### config.mk
export PLATFORM = sky130hd
export DESIGN_NAME = frame_rate_meter_and_pacer
export DESIGN_NICKNAME = d
export VERILOG_FILES = /design/src/rtl/core/frpm_pkg.sv /design/src/rtl/core/frame_rate_meter_and_pacer.sv /design/src/rtl/core/frpm_ram.sv /design/src/rtl/core/frpm_alu.sv /design/src/rtl/core/frpm_regs.sv
export VERILOG_INCLUDE_DIRS = /design/src /design/src/rtl/core
export SDC_FILE = /design/constraint.sdc
export NUM_CORES = 2
export LEC_CHECK = 0
export ABC_CLOCK_PERIOD_IN_PS = 17430
export BUFFER_PORTS_ARGS = -buffer_cell sky130_fd_sc_hd__buf_2
export CORE_MARGIN = 2
export CORE_UTILIZATION = 60
export CTS_CLUSTER_DIAMETER = 200
export DETAILED_ROUTE_END_ITERATION = 6
export MAX_ROUTING_LAYER = met4
export PLACE_DENSITY = 0.76
export SLEW_MARGIN = 25
export SYNTH_ARGS = -nofsm -noshare
export SYNTH_HDL_FRONTEND = slang
export SYNTH_SLANG_ARGS = --single-unit
### constraint.sdc
create_clock -name clk -period 17.43 [get_ports clk]
set_input_delay 0.8715 -clock clk [delete_from_list [all_inputs] [get_ports clk]]
set_output_delay 0.8715 -clock clk [all_outputs]
set_load 0.02 [all_outputs]
### src/rtl/core/assert_macros.svh
// ----------------------------------------------------------------------------
// Assertion macros
// Concurrent check macros used by the meter RTL file. They compile to nothing
// when SYNTHESIS is defined. Each one samples on clk and is disabled in rst.
// ----------------------------------------------------------------------------
`ifndef ASSERT_MACROS_SVH
`define ASSERT_MACROS_SVH

`ifndef SYNTHESIS

// The expression holds at every clock edge.
`define FRPM_ASSERT(lbl, expr) \
  lbl: assert property (@(posedge clk) disable iff (rst) (expr)) \
    else $error("frpm check failed");

// The antecedent implies the consequent in the same cycle.
`define FRPM_ASSERT_IMPL(lbl, ante, cons) \
  lbl: assert property (@(posedge clk) disable iff (rst) (ante) |-> (cons)) \
    else $error("frpm implication failed");

// The antecedent implies the consequent in the next cycle.
`define FRPM_ASSERT_NEXT(lbl, ante, cons) \
  lbl: assert property (@(posedge clk) disable iff (rst) (ante) |=> (cons)) \
    else $error("frpm next-cycle check failed");

`else

`define FRPM_ASSERT(lbl, expr)
`define FRPM_ASSERT_IMPL(lbl, ante, cons)
`define FRPM_ASSERT_NEXT(lbl, ante, cons)

`endif

`endif

### src/rtl/core/frpm_pkg.sv
// ----------------------------------------------------------------------------
// Frame rate meter package
// Widths, constants, register indexes and shared types of the frame rate
// meter and pacer.
// ----------------------------------------------------------------------------
`default_nettype none

package frpm_pkg;

  // Field widths.
  localparam int TICKS_W   = 48;
  localparam int TPS_W     = 40;
  localparam int FPS_W     = 10;
  localparam int FTIME_W   = 32;
  localparam int DELAY_W   = 10;
  localparam int RATE_W    = 24;
  localparam int FRAMES_W  = 32;

  // Shared arithmetic unit: wide enough for elapsed ticks times 256000.
  localparam int ALU_W     = 66;

  // Divider: remainder as wide as the widest divisor, 32-bit quotient.
  localparam int DIVR_W    = 40;
  localparam int DQ_W      = 32;
  localparam int DIV_STEPS = 32;
  localparam int STEP_W    = $clog2(DIV_STEPS);

  // Target frame time in 1/256 ms is at most 256000.
  localparam int TGT_W     = 18;

  // 256000 = 2^18 - 2^12 - 2^11.
  localparam int MUL_SH0   = 18;
  localparam int MUL_SH1   = 12;
  localparam int MUL_SH2   = 11;

  localparam logic [DQ_W-1:0]   Q8_MS_PER_S  = 32'd256000;
  localparam logic [DQ_W-1:0]   RATE_NUM     = 32'd65536000;
  localparam logic [RATE_W-1:0] MAX_RATE     = 24'hFFFFFF;
  localparam logic [TGT_W-1:0]  DELAY_MIN_Q8 = 18'd512;

  localparam int DEFAULT_SAMPLE_DEPTH = 16;

  // Configuration port.
  localparam int CFG_W     = 64;
  localparam int PADDR_W   = 5;
  localparam int REG_IDX_W = 2;
  localparam logic [REG_IDX_W-1:0] REG_TPS    = 2'd0;
  localparam logic [REG_IDX_W-1:0] REG_FPS    = 2'd1;
  localparam logic [REG_IDX_W-1:0] REG_LIMIT  = 2'd2;
  localparam logic [REG_IDX_W-1:0] REG_VSYNC  = 2'd3;

  localparam logic [TPS_W-1:0] TPS_RESET   = 40'd1000000000;
  localparam logic [FPS_W-1:0] FPS_RESET   = 10'd60;
  localparam logic             LIMIT_RESET = 1'b1;
  localparam logic             VSYNC_RESET = 1'b0;

  // Input operations.
  localparam logic OP_FRAME = 1'b0;
  localparam logic OP_CLEAR = 1'b1;

  // Shared unit operations.
  typedef logic alu_op_t;
  localparam alu_op_t ALU_ADD = 1'b0;
  localparam alu_op_t ALU_SUB = 1'b1;

  // Configuration register contents.
  typedef struct packed {
    logic [TPS_W-1:0] tps;
    logic [FPS_W-1:0] goal_fps;
    logic             limit_enable;
    logic             vsync_mode;
  } frpm_cfg_t;

endpackage

`default_nettype wire

### src/rtl/core/frame_rate_meter_and_pacer.sv
// ----------------------------------------------------------------------------
// Frame rate meter and pacer
// An input transaction carries one operation: a finished frame with its tick
// count, or a clear of the statistics. Each input transaction gives exactly
// one output transaction: frame time in 1/256 ms, delay request in whole ms,
// average rate (Q16.8 fps) over a ring of rate samples, and frame count.
// A frame runs through a sequencer around one shared 66-bit adder: two
// product steps, an overflow compare, up to four 32-step restoring divisions
// (frame time, rate, average, target time), a running sum update and a delay
// compare. A clear goes straight to the output step. in_stall is high while
// the sequencer is busy, so a new transaction is taken only in idle. The
// result register holds while out_stall is high and the sequencer then waits
// in its last step. Reset restores the register defaults and clears all
// statistics; the sample ring needs no clearing pass, since per-slot valid
// bits make unwritten slots read as zero.
// ----------------------------------------------------------------------------
`default_nettype none

module frame_rate_meter_and_pacer #(
  parameter int SAMPLE_DEPTH = frpm_pkg::DEFAULT_SAMPLE_DEPTH
) (
  input  wire logic                           clk,
  input  wire logic                           rst,
  // Configuration port
  input  wire logic                           psel,
  input  wire logic                           penable,
  input  wire logic                           pwrite,
  input  wire logic [frpm_pkg::PADDR_W-1:0]   paddr,
  input  wire logic [frpm_pkg::CFG_W-1:0]     pwdata,
  output logic      [frpm_pkg::CFG_W-1:0]     prdata,
  output logic                                pready,
  // Input channel
  input  wire logic                           in_valid,
  output logic                                in_stall,
  input  wire logic                           operation,
  input  wire logic [frpm_pkg::TICKS_W-1:0]   frame_ticks,
  // Output channel
  output logic                                out_valid,
  input  wire logic                           out_stall,
  output logic      [frpm_pkg::FTIME_W-1:0]   frame_period_q8,
  output logic      [frpm_pkg::DELAY_W-1:0]   wait_ms,
  output logic      [frpm_pkg::RATE_W-1:0]    average_fps_q8,
  output logic      [frpm_pkg::FRAMES_W-1:0]  frame_count
);
  import frpm_pkg::*;

`include "assert_macros.svh"

  localparam int SLOT_W = (SAMPLE_DEPTH > 1) ? $clog2(SAMPLE_DEPTH) : 1;
  localparam int CNT_W  = $clog2(SAMPLE_DEPTH + 1);
  localparam int SUM_W  = RATE_W + $clog2(SAMPLE_DEPTH);
  localparam int DIVS_W = DIVR_W + 1;

  // Sequencer states.
  localparam logic [3:0] S_IDLE    = 4'd0;
  localparam logic [3:0] S_MUL1    = 4'd1;
  localparam logic [3:0] S_MUL2    = 4'd2;
  localparam logic [3:0] S_SATCHK  = 4'd3;
  localparam logic [3:0] S_DIVFT   = 4'd4;
  localparam logic [3:0] S_RATESET = 4'd5;
  localparam logic [3:0] S_DIVRATE = 4'd6;
  localparam logic [3:0] S_SUMADD  = 4'd7;
  localparam logic [3:0] S_SUMSUB  = 4'd8;
  localparam logic [3:0] S_DIVAVG  = 4'd9;
  localparam logic [3:0] S_TGTSET  = 4'd10;
  localparam logic [3:0] S_DIVTGT  = 4'd11;
  localparam logic [3:0] S_DELAY   = 4'd12;
  localparam logic [3:0] S_OUT     = 4'd13;

  frpm_cfg_t cfg;

  logic [3:0]            state;
  logic [TICKS_W-1:0]    ticks;
  logic [ALU_W-1:0]      acc;
  logic [DIVR_W-1:0]     rem;
  logic [DQ_W-1:0]       dq;
  logic [DIVR_W-1:0]     divisor;
  logic [STEP_W-1:0]     step;
  logic [FTIME_W-1:0]    ftime;
  logic [RATE_W-1:0]     rate;
  logic [RATE_W-1:0]     old_rate;
  logic [TGT_W-1:0]      target;
  logic [DELAY_W-1:0]    delay_res;

  // Statistics.
  logic [SAMPLE_DEPTH-1:0] slot_valid;
  logic [SLOT_W-1:0]       write_slot;
  logic [SUM_W-1:0]        sample_sum;
  logic [CNT_W-1:0]        nonzero_count;
  logic [RATE_W-1:0]       average_rate;
  logic [FRAMES_W-1:0]     frames_seen;

  // Shared unit connections.
  alu_op_t          alu_op;
  logic [ALU_W-1:0] alu_a;
  logic [ALU_W-1:0] alu_b;
  logic [ALU_W-1:0] alu_res;
  logic             alu_borrow;

  logic [TPS_W-1:0]  tps_eff;
  logic [FPS_W-1:0]  fps_eff;
  logic [DIVS_W-1:0] shifted;
  logic              q_bit;
  logic [DIVR_W-1:0] rem_step;
  logic [DQ_W-1:0]   dq_step;
  logic              last_step;
  logic              div_busy;
  logic [RATE_W-1:0] ram_rd_data;
  logic [RATE_W-1:0] old_val;
  logic [CNT_W-1:0]  count_upd;
  logic [TGT_W-1:0]  remaining;
  logic              delay_on;

  frpm_regs u_regs (
    .clk     (clk),
    .rst     (rst),
    .psel    (psel),
    .penable (penable),
    .pwrite  (pwrite),
    .paddr   (paddr),
    .pwdata  (pwdata),
    .prdata  (prdata),
    .pready  (pready),
    .cfg     (cfg)
  );

  frpm_alu u_alu (
    .op     (alu_op),
    .a      (alu_a),
    .b      (alu_b),
    .res    (alu_res),
    .borrow (alu_borrow)
  );

  frpm_ram #(
    .WIDTH (RATE_W),
    .DEPTH (SAMPLE_DEPTH)
  ) u_samples (
    .clk     (clk),
    .wr_en   (state == S_SUMADD),
    .wr_addr (write_slot),
    .wr_data (rate),
    .rd_en   (state == S_RATESET),
    .rd_addr (write_slot),
    .rd_data (ram_rd_data)
  );

  assign in_stall = (state != S_IDLE);

  // A zero frequency or zero target rate counts as one.
  assign tps_eff = (cfg.tps == '0) ? TPS_W'(1) : cfg.tps;
  assign fps_eff = (cfg.goal_fps == '0) ? FPS_W'(1) : cfg.goal_fps;

  // Restoring division step: shift in the next dividend bit, try subtract.
  assign shifted   = {rem, dq[DQ_W-1]};
  assign q_bit     = ~alu_borrow;
  assign rem_step  = q_bit ? alu_res[DIVR_W-1:0] : shifted[DIVR_W-1:0];
  assign dq_step   = {dq[DQ_W-2:0], q_bit};
  assign last_step = (step == STEP_W'(DIV_STEPS - 1));
  assign div_busy  = (state == S_DIVFT) || (state == S_DIVRATE) ||
                     (state == S_DIVAVG) || (state == S_DIVTGT);

  // Sample being replaced; a slot never written reads as zero.
  assign old_val   = slot_valid[write_slot] ? ram_rd_data : '0;
  assign count_upd = nonzero_count + CNT_W'(rate != '0) - CNT_W'(old_val != '0);

  // Delay request from the target minus frame time compare.
  assign remaining = alu_res[TGT_W-1:0];
  assign delay_on  = ~cfg.vsync_mode & cfg.limit_enable & ~alu_borrow
                     & (remaining > DELAY_MIN_Q8);

  // Operand selection for the shared unit.
  always_comb begin
    alu_op = ALU_SUB;
    alu_a  = '0;
    alu_b  = '0;
    case (state)
      S_MUL1: begin
        alu_a = acc;
        alu_b = ALU_W'(ticks) << MUL_SH1;
      end
      S_MUL2: begin
        alu_a = acc;
        alu_b = ALU_W'(ticks) << MUL_SH2;
      end
      S_SATCHK: begin
        alu_a = ALU_W'(acc[ALU_W-1:DQ_W]);
        alu_b = ALU_W'(tps_eff);
      end
      S_DIVFT, S_DIVRATE, S_DIVAVG, S_DIVTGT: begin
        alu_a = ALU_W'(shifted);
        alu_b = ALU_W'(divisor);
      end
      S_SUMADD: begin
        alu_op = ALU_ADD;
        alu_a  = ALU_W'(sample_sum);
        alu_b  = ALU_W'(rate);
      end
      S_SUMSUB: begin
        alu_a = acc;
        alu_b = ALU_W'(old_rate);
      end
      S_DELAY: begin
        alu_a = ALU_W'(target);
        alu_b = ALU_W'(ftime);
      end
      default: begin
        alu_op = ALU_SUB;
      end
    endcase
  end

  // Sequencer, datapath registers and result register.
  always_ff @(posedge clk) begin
    if (rst) begin
      state         <= S_IDLE;
      slot_valid    <= '0;
      write_slot    <= '0;
      sample_sum    <= '0;
      nonzero_count <= '0;
      average_rate  <= '0;
      frames_seen   <= '0;
      out_valid     <= 1'b0;
    end else begin
      // The result register empties when taken, unless it is reloaded below.
      if (out_valid && !out_stall && state != S_OUT) begin
        out_valid <= 1'b0;
      end
      case (state)
        S_IDLE: begin
          if (in_valid) begin
            if (operation == OP_CLEAR) begin
              slot_valid    <= '0;
              write_slot    <= '0;
              sample_sum    <= '0;
              nonzero_count <= '0;
              average_rate  <= '0;
              frames_seen   <= '0;
              ftime         <= '0;
              delay_res     <= '0;
              state         <= S_OUT;
            end else begin
              ticks <= frame_ticks;
              acc   <= ALU_W'(frame_ticks) << MUL_SH0;
              state <= S_MUL1;
            end
          end
        end
        // Ticks times 256000 by shift and subtract.
        S_MUL1: begin
          acc   <= alu_res;
          state <= S_MUL2;
        end
        S_MUL2: begin
          acc   <= alu_res;
          state <= S_SATCHK;
        end
        // The quotient fits in 32 bits only if the upper dividend is below the divisor.
        S_SATCHK: begin
          if (!alu_borrow) begin
            ftime <= '1;
            state <= S_RATESET;
          end else begin
            rem     <= DIVR_W'(acc[ALU_W-1:DQ_W]);
            dq      <= acc[DQ_W-1:0];
            divisor <= tps_eff;
            step    <= '0;
            state   <= S_DIVFT;
          end
        end
        S_DIVFT: begin
          rem  <= rem_step;
          dq   <= dq_step;
          step <= step + 1'b1;
          if (last_step) begin
            ftime <= dq_step;
            state <= S_RATESET;
          end
        end
        // A zero frame time leaves the ring and average alone.
        S_RATESET: begin
          if (ftime == '0) begin
            state <= S_TGTSET;
          end else begin
            rem     <= '0;
            dq      <= RATE_NUM;
            divisor <= DIVR_W'(ftime);
            step    <= '0;
            state   <= S_DIVRATE;
          end
        end
        S_DIVRATE: begin
          rem  <= rem_step;
          dq   <= dq_step;
          step <= step + 1'b1;
          if (last_step) begin
            rate  <= (dq_step[DQ_W-1:RATE_W] != '0) ? MAX_RATE : dq_step[RATE_W-1:0];
            state <= S_SUMADD;
          end
        end
        // Store the new sample and advance the ring.
        S_SUMADD: begin
          acc                    <= alu_res;
          old_rate               <= old_val;
          nonzero_count          <= count_upd;
          slot_valid[write_slot] <= 1'b1;
          if (write_slot == SLOT_W'(SAMPLE_DEPTH - 1)) begin
            write_slot <= '0;
          end else begin
            write_slot <= write_slot + 1'b1;
          end
          state <= S_SUMSUB;
        end
        S_SUMSUB: begin
          sample_sum <= alu_res[SUM_W-1:0];
          if (nonzero_count != '0) begin
            rem     <= '0;
            dq      <= DQ_W'(alu_res[SUM_W-1:0]);
            divisor <= DIVR_W'(nonzero_count);
            step    <= '0;
            state   <= S_DIVAVG;
          end else begin
            state <= S_TGTSET;
          end
        end
        S_DIVAVG: begin
          rem  <= rem_step;
          dq   <= dq_step;
          step <= step + 1'b1;
          if (last_step) begin
            average_rate <= dq_step[RATE_W-1:0];
            state        <= S_TGTSET;
          end
        end
        // Target frame time 256000 / target rate.
        S_TGTSET: begin
          rem     <= '0;
          dq      <= Q8_MS_PER_S;
          divisor <= DIVR_W'(fps_eff);
          step    <= '0;
          state   <= S_DIVTGT;
        end
        S_DIVTGT: begin
          rem  <= rem_step;
          dq   <= dq_step;
          step <= step + 1'b1;
          if (last_step) begin
            target <= dq_step[TGT_W-1:0];
            state  <= S_DELAY;
          end
        end
        // Remaining minus 1 ms, in whole ms.
        S_DELAY: begin
          delay_res   <= delay_on ? (remaining[TGT_W-1:TGT_W-DELAY_W] - 1'b1) : '0;
          frames_seen <= frames_seen + 1'b1;
          state       <= S_OUT;
        end
        // Load the result register once it is free.
        S_OUT: begin
          if (!out_valid || !out_stall) begin
            out_valid       <= 1'b1;
            frame_period_q8 <= ftime;
            wait_ms         <= delay_res;
            average_fps_q8  <= average_rate;
            frame_count     <= frames_seen;
            state           <= S_IDLE;
          end
        end
        default: begin
          state <= S_IDLE;
        end
      endcase
    end
  end

  // Design checks.
  `FRPM_ASSERT_NEXT(a_busy_after_accept, in_valid && !in_stall, in_stall)
  `FRPM_ASSERT(a_count_bound, nonzero_count <= CNT_W'(SAMPLE_DEPTH))
  `FRPM_ASSERT_IMPL(a_rem_below_divisor, div_busy, rem < divisor)
  `FRPM_ASSERT_IMPL(a_delay_gated, out_valid && wait_ms != '0, !cfg.vsync_mode && cfg.limit_enable)

endmodule

`default_nettype wire

### src/rtl/core/frpm_ram.sv
// ----------------------------------------------------------------------------
// Generic RAM
// Single write port and single read port with a registered read.
// ----------------------------------------------------------------------------
`default_nettype none

module frpm_ram #(
  parameter int WIDTH = 8,
  parameter int DEPTH = 16,
  localparam int ADDR_W = (DEPTH > 1) ? $clog2(DEPTH) : 1
) (
  input  wire logic              clk,
  input  wire logic              wr_en,
  input  wire logic [ADDR_W-1:0] wr_addr,
  input  wire logic [WIDTH-1:0]  wr_data,
  input  wire logic              rd_en,
  input  wire logic [ADDR_W-1:0] rd_addr,
  output logic      [WIDTH-1:0]  rd_data
);

  logic [WIDTH-1:0] mem [DEPTH];

  // Write port.
  always_ff @(posedge clk) begin
    if (wr_en) begin
      mem[wr_addr] <= wr_data;
    end
  end

  // Registered read port; data holds between reads.
  always_ff @(posedge clk) begin
    if (rd_en) begin
      rd_data <= mem[rd_addr];
    end
  end

endmodule

`default_nettype wire

### src/rtl/core/frpm_alu.sv
// ----------------------------------------------------------------------------
// Shared add/subtract unit
// One wide adder used for every product step, compare, division step and
// running sum update of the sequencer.
// ----------------------------------------------------------------------------
`default_nettype none

module frpm_alu (
  input  wire logic                     op,
  input  wire logic [frpm_pkg::ALU_W-1:0] a,
  input  wire logic [frpm_pkg::ALU_W-1:0] b,
  output logic      [frpm_pkg::ALU_W-1:0] res,
  output logic                          borrow
);
  import frpm_pkg::*;

  localparam int ALUX_W = ALU_W + 1;

  logic             is_sub;
  logic [ALU_W-1:0] b_eff;
  logic [ALU_W:0]   sum_ext;

  // Subtraction is an add of the inverted operand with a carry in.
  assign is_sub  = (op == ALU_SUB);
  assign b_eff   = is_sub ? ~b : b;
  assign sum_ext = {1'b0, a} + {1'b0, b_eff} + ALUX_W'(is_sub);
  assign res     = sum_ext[ALU_W-1:0];
  assign borrow  = is_sub & ~sum_ext[ALU_W];

endmodule

`default_nettype wire

### src/rtl/core/frpm_regs.sv
// ----------------------------------------------------------------------------
// Configuration registers
// APB-style register file: tick frequency, target rate, limit enable and
// vsync mode, at 8-byte spacing.
// ----------------------------------------------------------------------------
`default_nettype none

module frpm_regs (
  input  wire logic                           clk,
  input  wire logic                           rst,
  input  wire logic                           psel,
  input  wire logic                           penable,
  input  wire logic                           pwrite,
  input  wire logic [frpm_pkg::PADDR_W-1:0]   paddr,
  input  wire logic [frpm_pkg::CFG_W-1:0]     pwdata,
  output logic      [frpm_pkg::CFG_W-1:0]     prdata,
  output logic                                pready,
  output frpm_pkg::frpm_cfg_t                 cfg
);
  import frpm_pkg::*;

  logic                 wr_en;
  logic [REG_IDX_W-1:0] reg_idx;

  assign pready  = 1'b1;
  assign wr_en   = psel & penable & pwrite & pready;
  assign reg_idx = paddr[PADDR_W-1:PADDR_W-REG_IDX_W];

  // Register writes.
  always_ff @(posedge clk) begin
    if (rst) begin
      cfg.tps          <= TPS_RESET;
      cfg.goal_fps     <= FPS_RESET;
      cfg.limit_enable <= LIMIT_RESET;
      cfg.vsync_mode   <= VSYNC_RESET;
    end else if (wr_en) begin
      case (reg_idx)
        REG_TPS:   cfg.tps          <= pwdata[TPS_W-1:0];
        REG_FPS:   cfg.goal_fps     <= pwdata[FPS_W-1:0];
        REG_LIMIT: cfg.limit_enable <= pwdata[0];
        REG_VSYNC: cfg.vsync_mode   <= pwdata[0];
        default: ;
      endcase
    end
  end

  // Register reads.
  always_comb begin
    case (reg_idx)
      REG_TPS:   prdata = CFG_W'(cfg.tps);
      REG_FPS:   prdata = CFG_W'(cfg.goal_fps);
      REG_LIMIT: prdata = CFG_W'(cfg.limit_enable);
      REG_VSYNC: prdata = CFG_W'(cfg.vsync_mode);
      default:   prdata = '0;
    endcase
  end

endmodule

`default_nettype wire

==> impl_metrics.tcl <==
set metrics [dict create \
    outcome "finished, violations left" \
    violations "DRC" \
    hold_slack_ps 368.6 \
    placed_cells 4668 \
    power.density_nw_per_um2 204.0 \
    crit_buf_inv 4 \
    crit_top_cell "buf_4" \
    netlist_area_um2 46160 \
    synth_edf_count 845 \
    first_global_vias 31223 \
    post_cts_buffers 0 \
    irDropWorstVdd_mv 0.1779 \
    die_w_um 281.4 \
    critPathLaunch "state[3]" \
    cpMaxStageDelayCell "dfxtp_1" \
    ys_ff_latch 1011 \
    cp_max_fo 74 \
    cts.clk_slew.worst_paths_ps 70 \
    hp-class "in -> reg" \
    cts_buffers 100 \
    numClockSinks 1011 \
    ys_types 94 \
    cts_tree "built" \
    postCtsResizedCells 0 \
    grt_max_degree 78 \
    cp_top_family "compound AO/OA/AOI/OAI gates" \
    min_period_ps 7819 \
    required_ps 17740 \
    synth_top_area_cell "edfxtp_1" \
    holdPathStages 1 \
    fillerInstances 5300 \
    drive_above_1_share_pct 18.48 \
    totalWireLength_um 144800 \
    reg2reg_setup_slack_ps 9610 \
    antenna_found_initial 12 \
    nets 3951 \
    rsz0062_at_grt "no" \
    hold_path_end "ticks[40]" \
    arrival_ps 8130 \
    wl_per_cell_um 29.71 \
    via_per_inst 6.863 \
    end_kind "flip-flop" \
    reg2reg_from "state[3]" \
    maxCapViolCount 0 \
    drt_iter0_drc 5272 \
    num_io_pins 290 \
    first_pass_iters 7 \
    synth_flop_cell "edfxtp_1" \
    grt.overflow.total 0 \
    max_stage_delay_ps 880 \
    num_vias 33435 \
    synth_top_area_share_pct 54.97 \
    h-tree-depth 3 \
    ant_nets 0 \
    ys_top_cells_by_area "edfxtp_1 (55%), dfxtp_1 (7.2%), mux4_2 (6.1%), nand2_1 (3.1%), ha_1 (2.2%)" \
    async_flop_share_pct 0 \
    dp_hpwl_um 93070 \
    hold_viol_final 0 \
    start_kind "flip-flop" \
    io_buffer_count 237 \
    fmax_mhz 127.9 \
    fin_cells 4872 \
    drv_slew 0 \
    rr_worst_depth 19 \
    clock_latency_ps 690 \
    synth_seq_area_share_pct 62.17 \
    track_usage_pct 37.39 \
    area_growth_pct 12.95 \
    setup_viol 0 \
    clk_path_buf_depth 3 \
    yosysWarnings 0 \
    core_area_um2 76080 \
    gp_congestion 0.9745 \
    root_buffer "clkbuf_16" \
    cts_hold_buf 0 \
    fp.dieH_um 281.4 \
    hp-start "frame_ticks[40]" \
    power_leakage_nw 18.12 \
    syn-instance-count 3575 \
    r2r-end "ftime[21]" \
    postSynthAreaPerCell_um2 12.91 \
    drcViolationCount 83 \
    die-area_um2 79170 \
    finalSetupTns_ps 0 \
    period_share_pct 44.86 \
    num_rows 101 \
    initial_core_util_pct 60.68 \
    worstMarginPinSlew_ps 1192 \
    fin_skew_ps 51.66 \
    critical_path_class "reg -> reg" \
    grt_pass1_wl_um 208900 \
    crit_path_cell_trace "and3b_1 > a21o_4 > buf_4 > a221oi_1 > a22o_1 > ha_1 > nand4_1 > nor4_1 > nand2b_1 > a211oi_1 > a211o_2 > o2111ai_2 > a21oi_2 > o21a_1 > buf_4 > nor2_2 > buf_4 > a2111oi_2 > buf_4" \
    relSlewSlack_pct 19.43 \
]
-- synthesized netlist by cell type (26+ instances only) --
| library cell | number |
|---|---|
| edfxtp_1 | 845 |
| nand2_1 | 380 |
| nor2_1 | 226 |
| clkbuf_1 | 193 |
| a21oi_1 | 175 |
| dfxtp_1 | 166 |
| mux4_2 | 126 |
| and2_1 | 117 |
| o21ai_0 | 111 |
| ha_1 | 81 |
| a21o_1 | 68 |
| a22o_1 | 67 |
| nand3_1 | 66 |
| a22oi_1 | 64 |
| a221oi_1 | 61 |
| nand4_1 | 56 |
| xor2_1 | 56 |
| nor3_1 | 51 |
| inv_1 | 45 |
| o21a_1 | 44 |
| nor4_1 | 43 |
| xnor2_1 | 41 |
| a222oi_1 | 39 |
| and3_1 | 34 |
| buf_1 | 34 |
| a211oi_1 | 30 |
| or2_2 | 27 |
| buf_4 | 26 |
-- cell families after synthesis --
family / synth area share, %
AND/OR/NAND/NOR: 11.76
adder cells (fa/ha/maj): 2.282
flip-flops: 62.17
AO/OA/AOI/OAI: 12.48
buffers and inverters: 2.794
multiplexers: 6.651
other: 0.01627
XOR/XNOR: 1.840
-- per-layer routing --
| metal | vias to the layer above | routed length, um | share of wire [%] | global-route usage [%] |
|---|---|---|---|---|
| met5 | - | 0 | 0 | - |
| met4 | 0 | 7120 | 4.9 | 16.33 |
| met3 | 453 | 19990 | 14 | 11.47 |
| met2 | 2557 | 63130 | 44 | 52.71 |
| met1 | 16335 | 54510 | 38 | 50.35 |
| li1 | 14090 | - | - | - |
-- cell usage in the layout (no fill, tap or decap), drive strengths merged, types with 45 or more instances in the layout --
cell | netlist | final
o21ai | 118 | 118
ha | 81 | 81
clkbuf | 193 | 123
o21a | 45 | 45
edfxtp | 845 | 845
nor2 | 228 | 228
nand4 | 56 | 56
a221oi | 62 | 62
a21o | 68 | 68
nor3 | 52 | 52
xor2 | 56 | 56
dfxtp | 166 | 166
a22o | 67 | 67
nand3 | 66 | 66
a22oi | 65 | 65
mux4 | 126 | 126
nand2 | 380 | 380
and2 | 117 | 117
a21oi | 177 | 177
buf | 72 | 308
inv | 46 | 55
-- metrics by stage --
step / instance area, um2 / worst slack (ps) / power, mW / utilization (%)
finish: 52140 / 9611 / 10.63 / 68.54
global route: 52130 / 9444 / 11.07 / 68.53
CTS: 52030 / 9908 / 10.46 / 68.39
detailed placement: 48360 / 9974 / 8.078 / 63.57
global placement: 48350 / 9915 / 8.049 / 63.55
floorplan: 46250 / 6698 / 6.637 / -
-- how the worst max path moves through the flow --
stage          slack [ps]  cells after the start        end
2_1_floorplan        6700                     22      dq[0]
3_3_place_gp         9910                     19    rem[39]
3_5_place_dp         9970                     19  ftime[26]
4_1_cts              9910                     19  ftime[19]
5_1_grt              9440                     19  ftime[28]
6_report             9610                     19  ftime[21]
-- power breakdown --
group / internal, mW / switching, mW
Clock: 1.38 / 0.998
Sequential: 3.03 / 0.321
Combinational: 1.64 / 3.27
-- area by class of cell --
class / instances / area [um2] / area share, %
Antenna cell: 11 / 27.53 / 0.05279
Clock buffer: 123 / 2798 / 5.366
Inverter: 47 / 176.4 / 0.3384
Multi-Input combinational cell: 2275 / 16500 / 31.64
Tap cell: 1030 / 1289 / 2.472
Clock inverter: 67 / 870.8 / 1.670
Sequential cell: 1011 / 28710 / 55.06
Timing Repair Buffer: 308 / 1773 / 3.400
-- registers in the layout, indices dropped and copies added (netlist names), 28 cells and up --
| register | flops |
|---|---|
| ftime | 32 |
| divisor | 40 |
| rem | 40 |
| u_regs.cfg | 52 |
| ticks | 48 |
| acc | 66 |
| frame_count | 32 |
| dq | 32 |
| frames_seen | 32 |
| sample_sum | 28 |
| frame_period_q8 | 32 |
| u_samples.mem | 384 |
-- worst register-to-register path: cells and delay by family (launching register included) --
| family | cells | cell delay [ps] |
|---|---|---|
| buffers and inverters | 4 | 1920 |
| AND/OR/NAND/NOR | 5 | 1190 |
| AO/OA/AOI/OAI | 9 | 2930 |
| adder cells (fa/ha/maj) | 1 | 500 |
| flip-flops | 1 | 880 |
(Power assumes the default switching activity.)
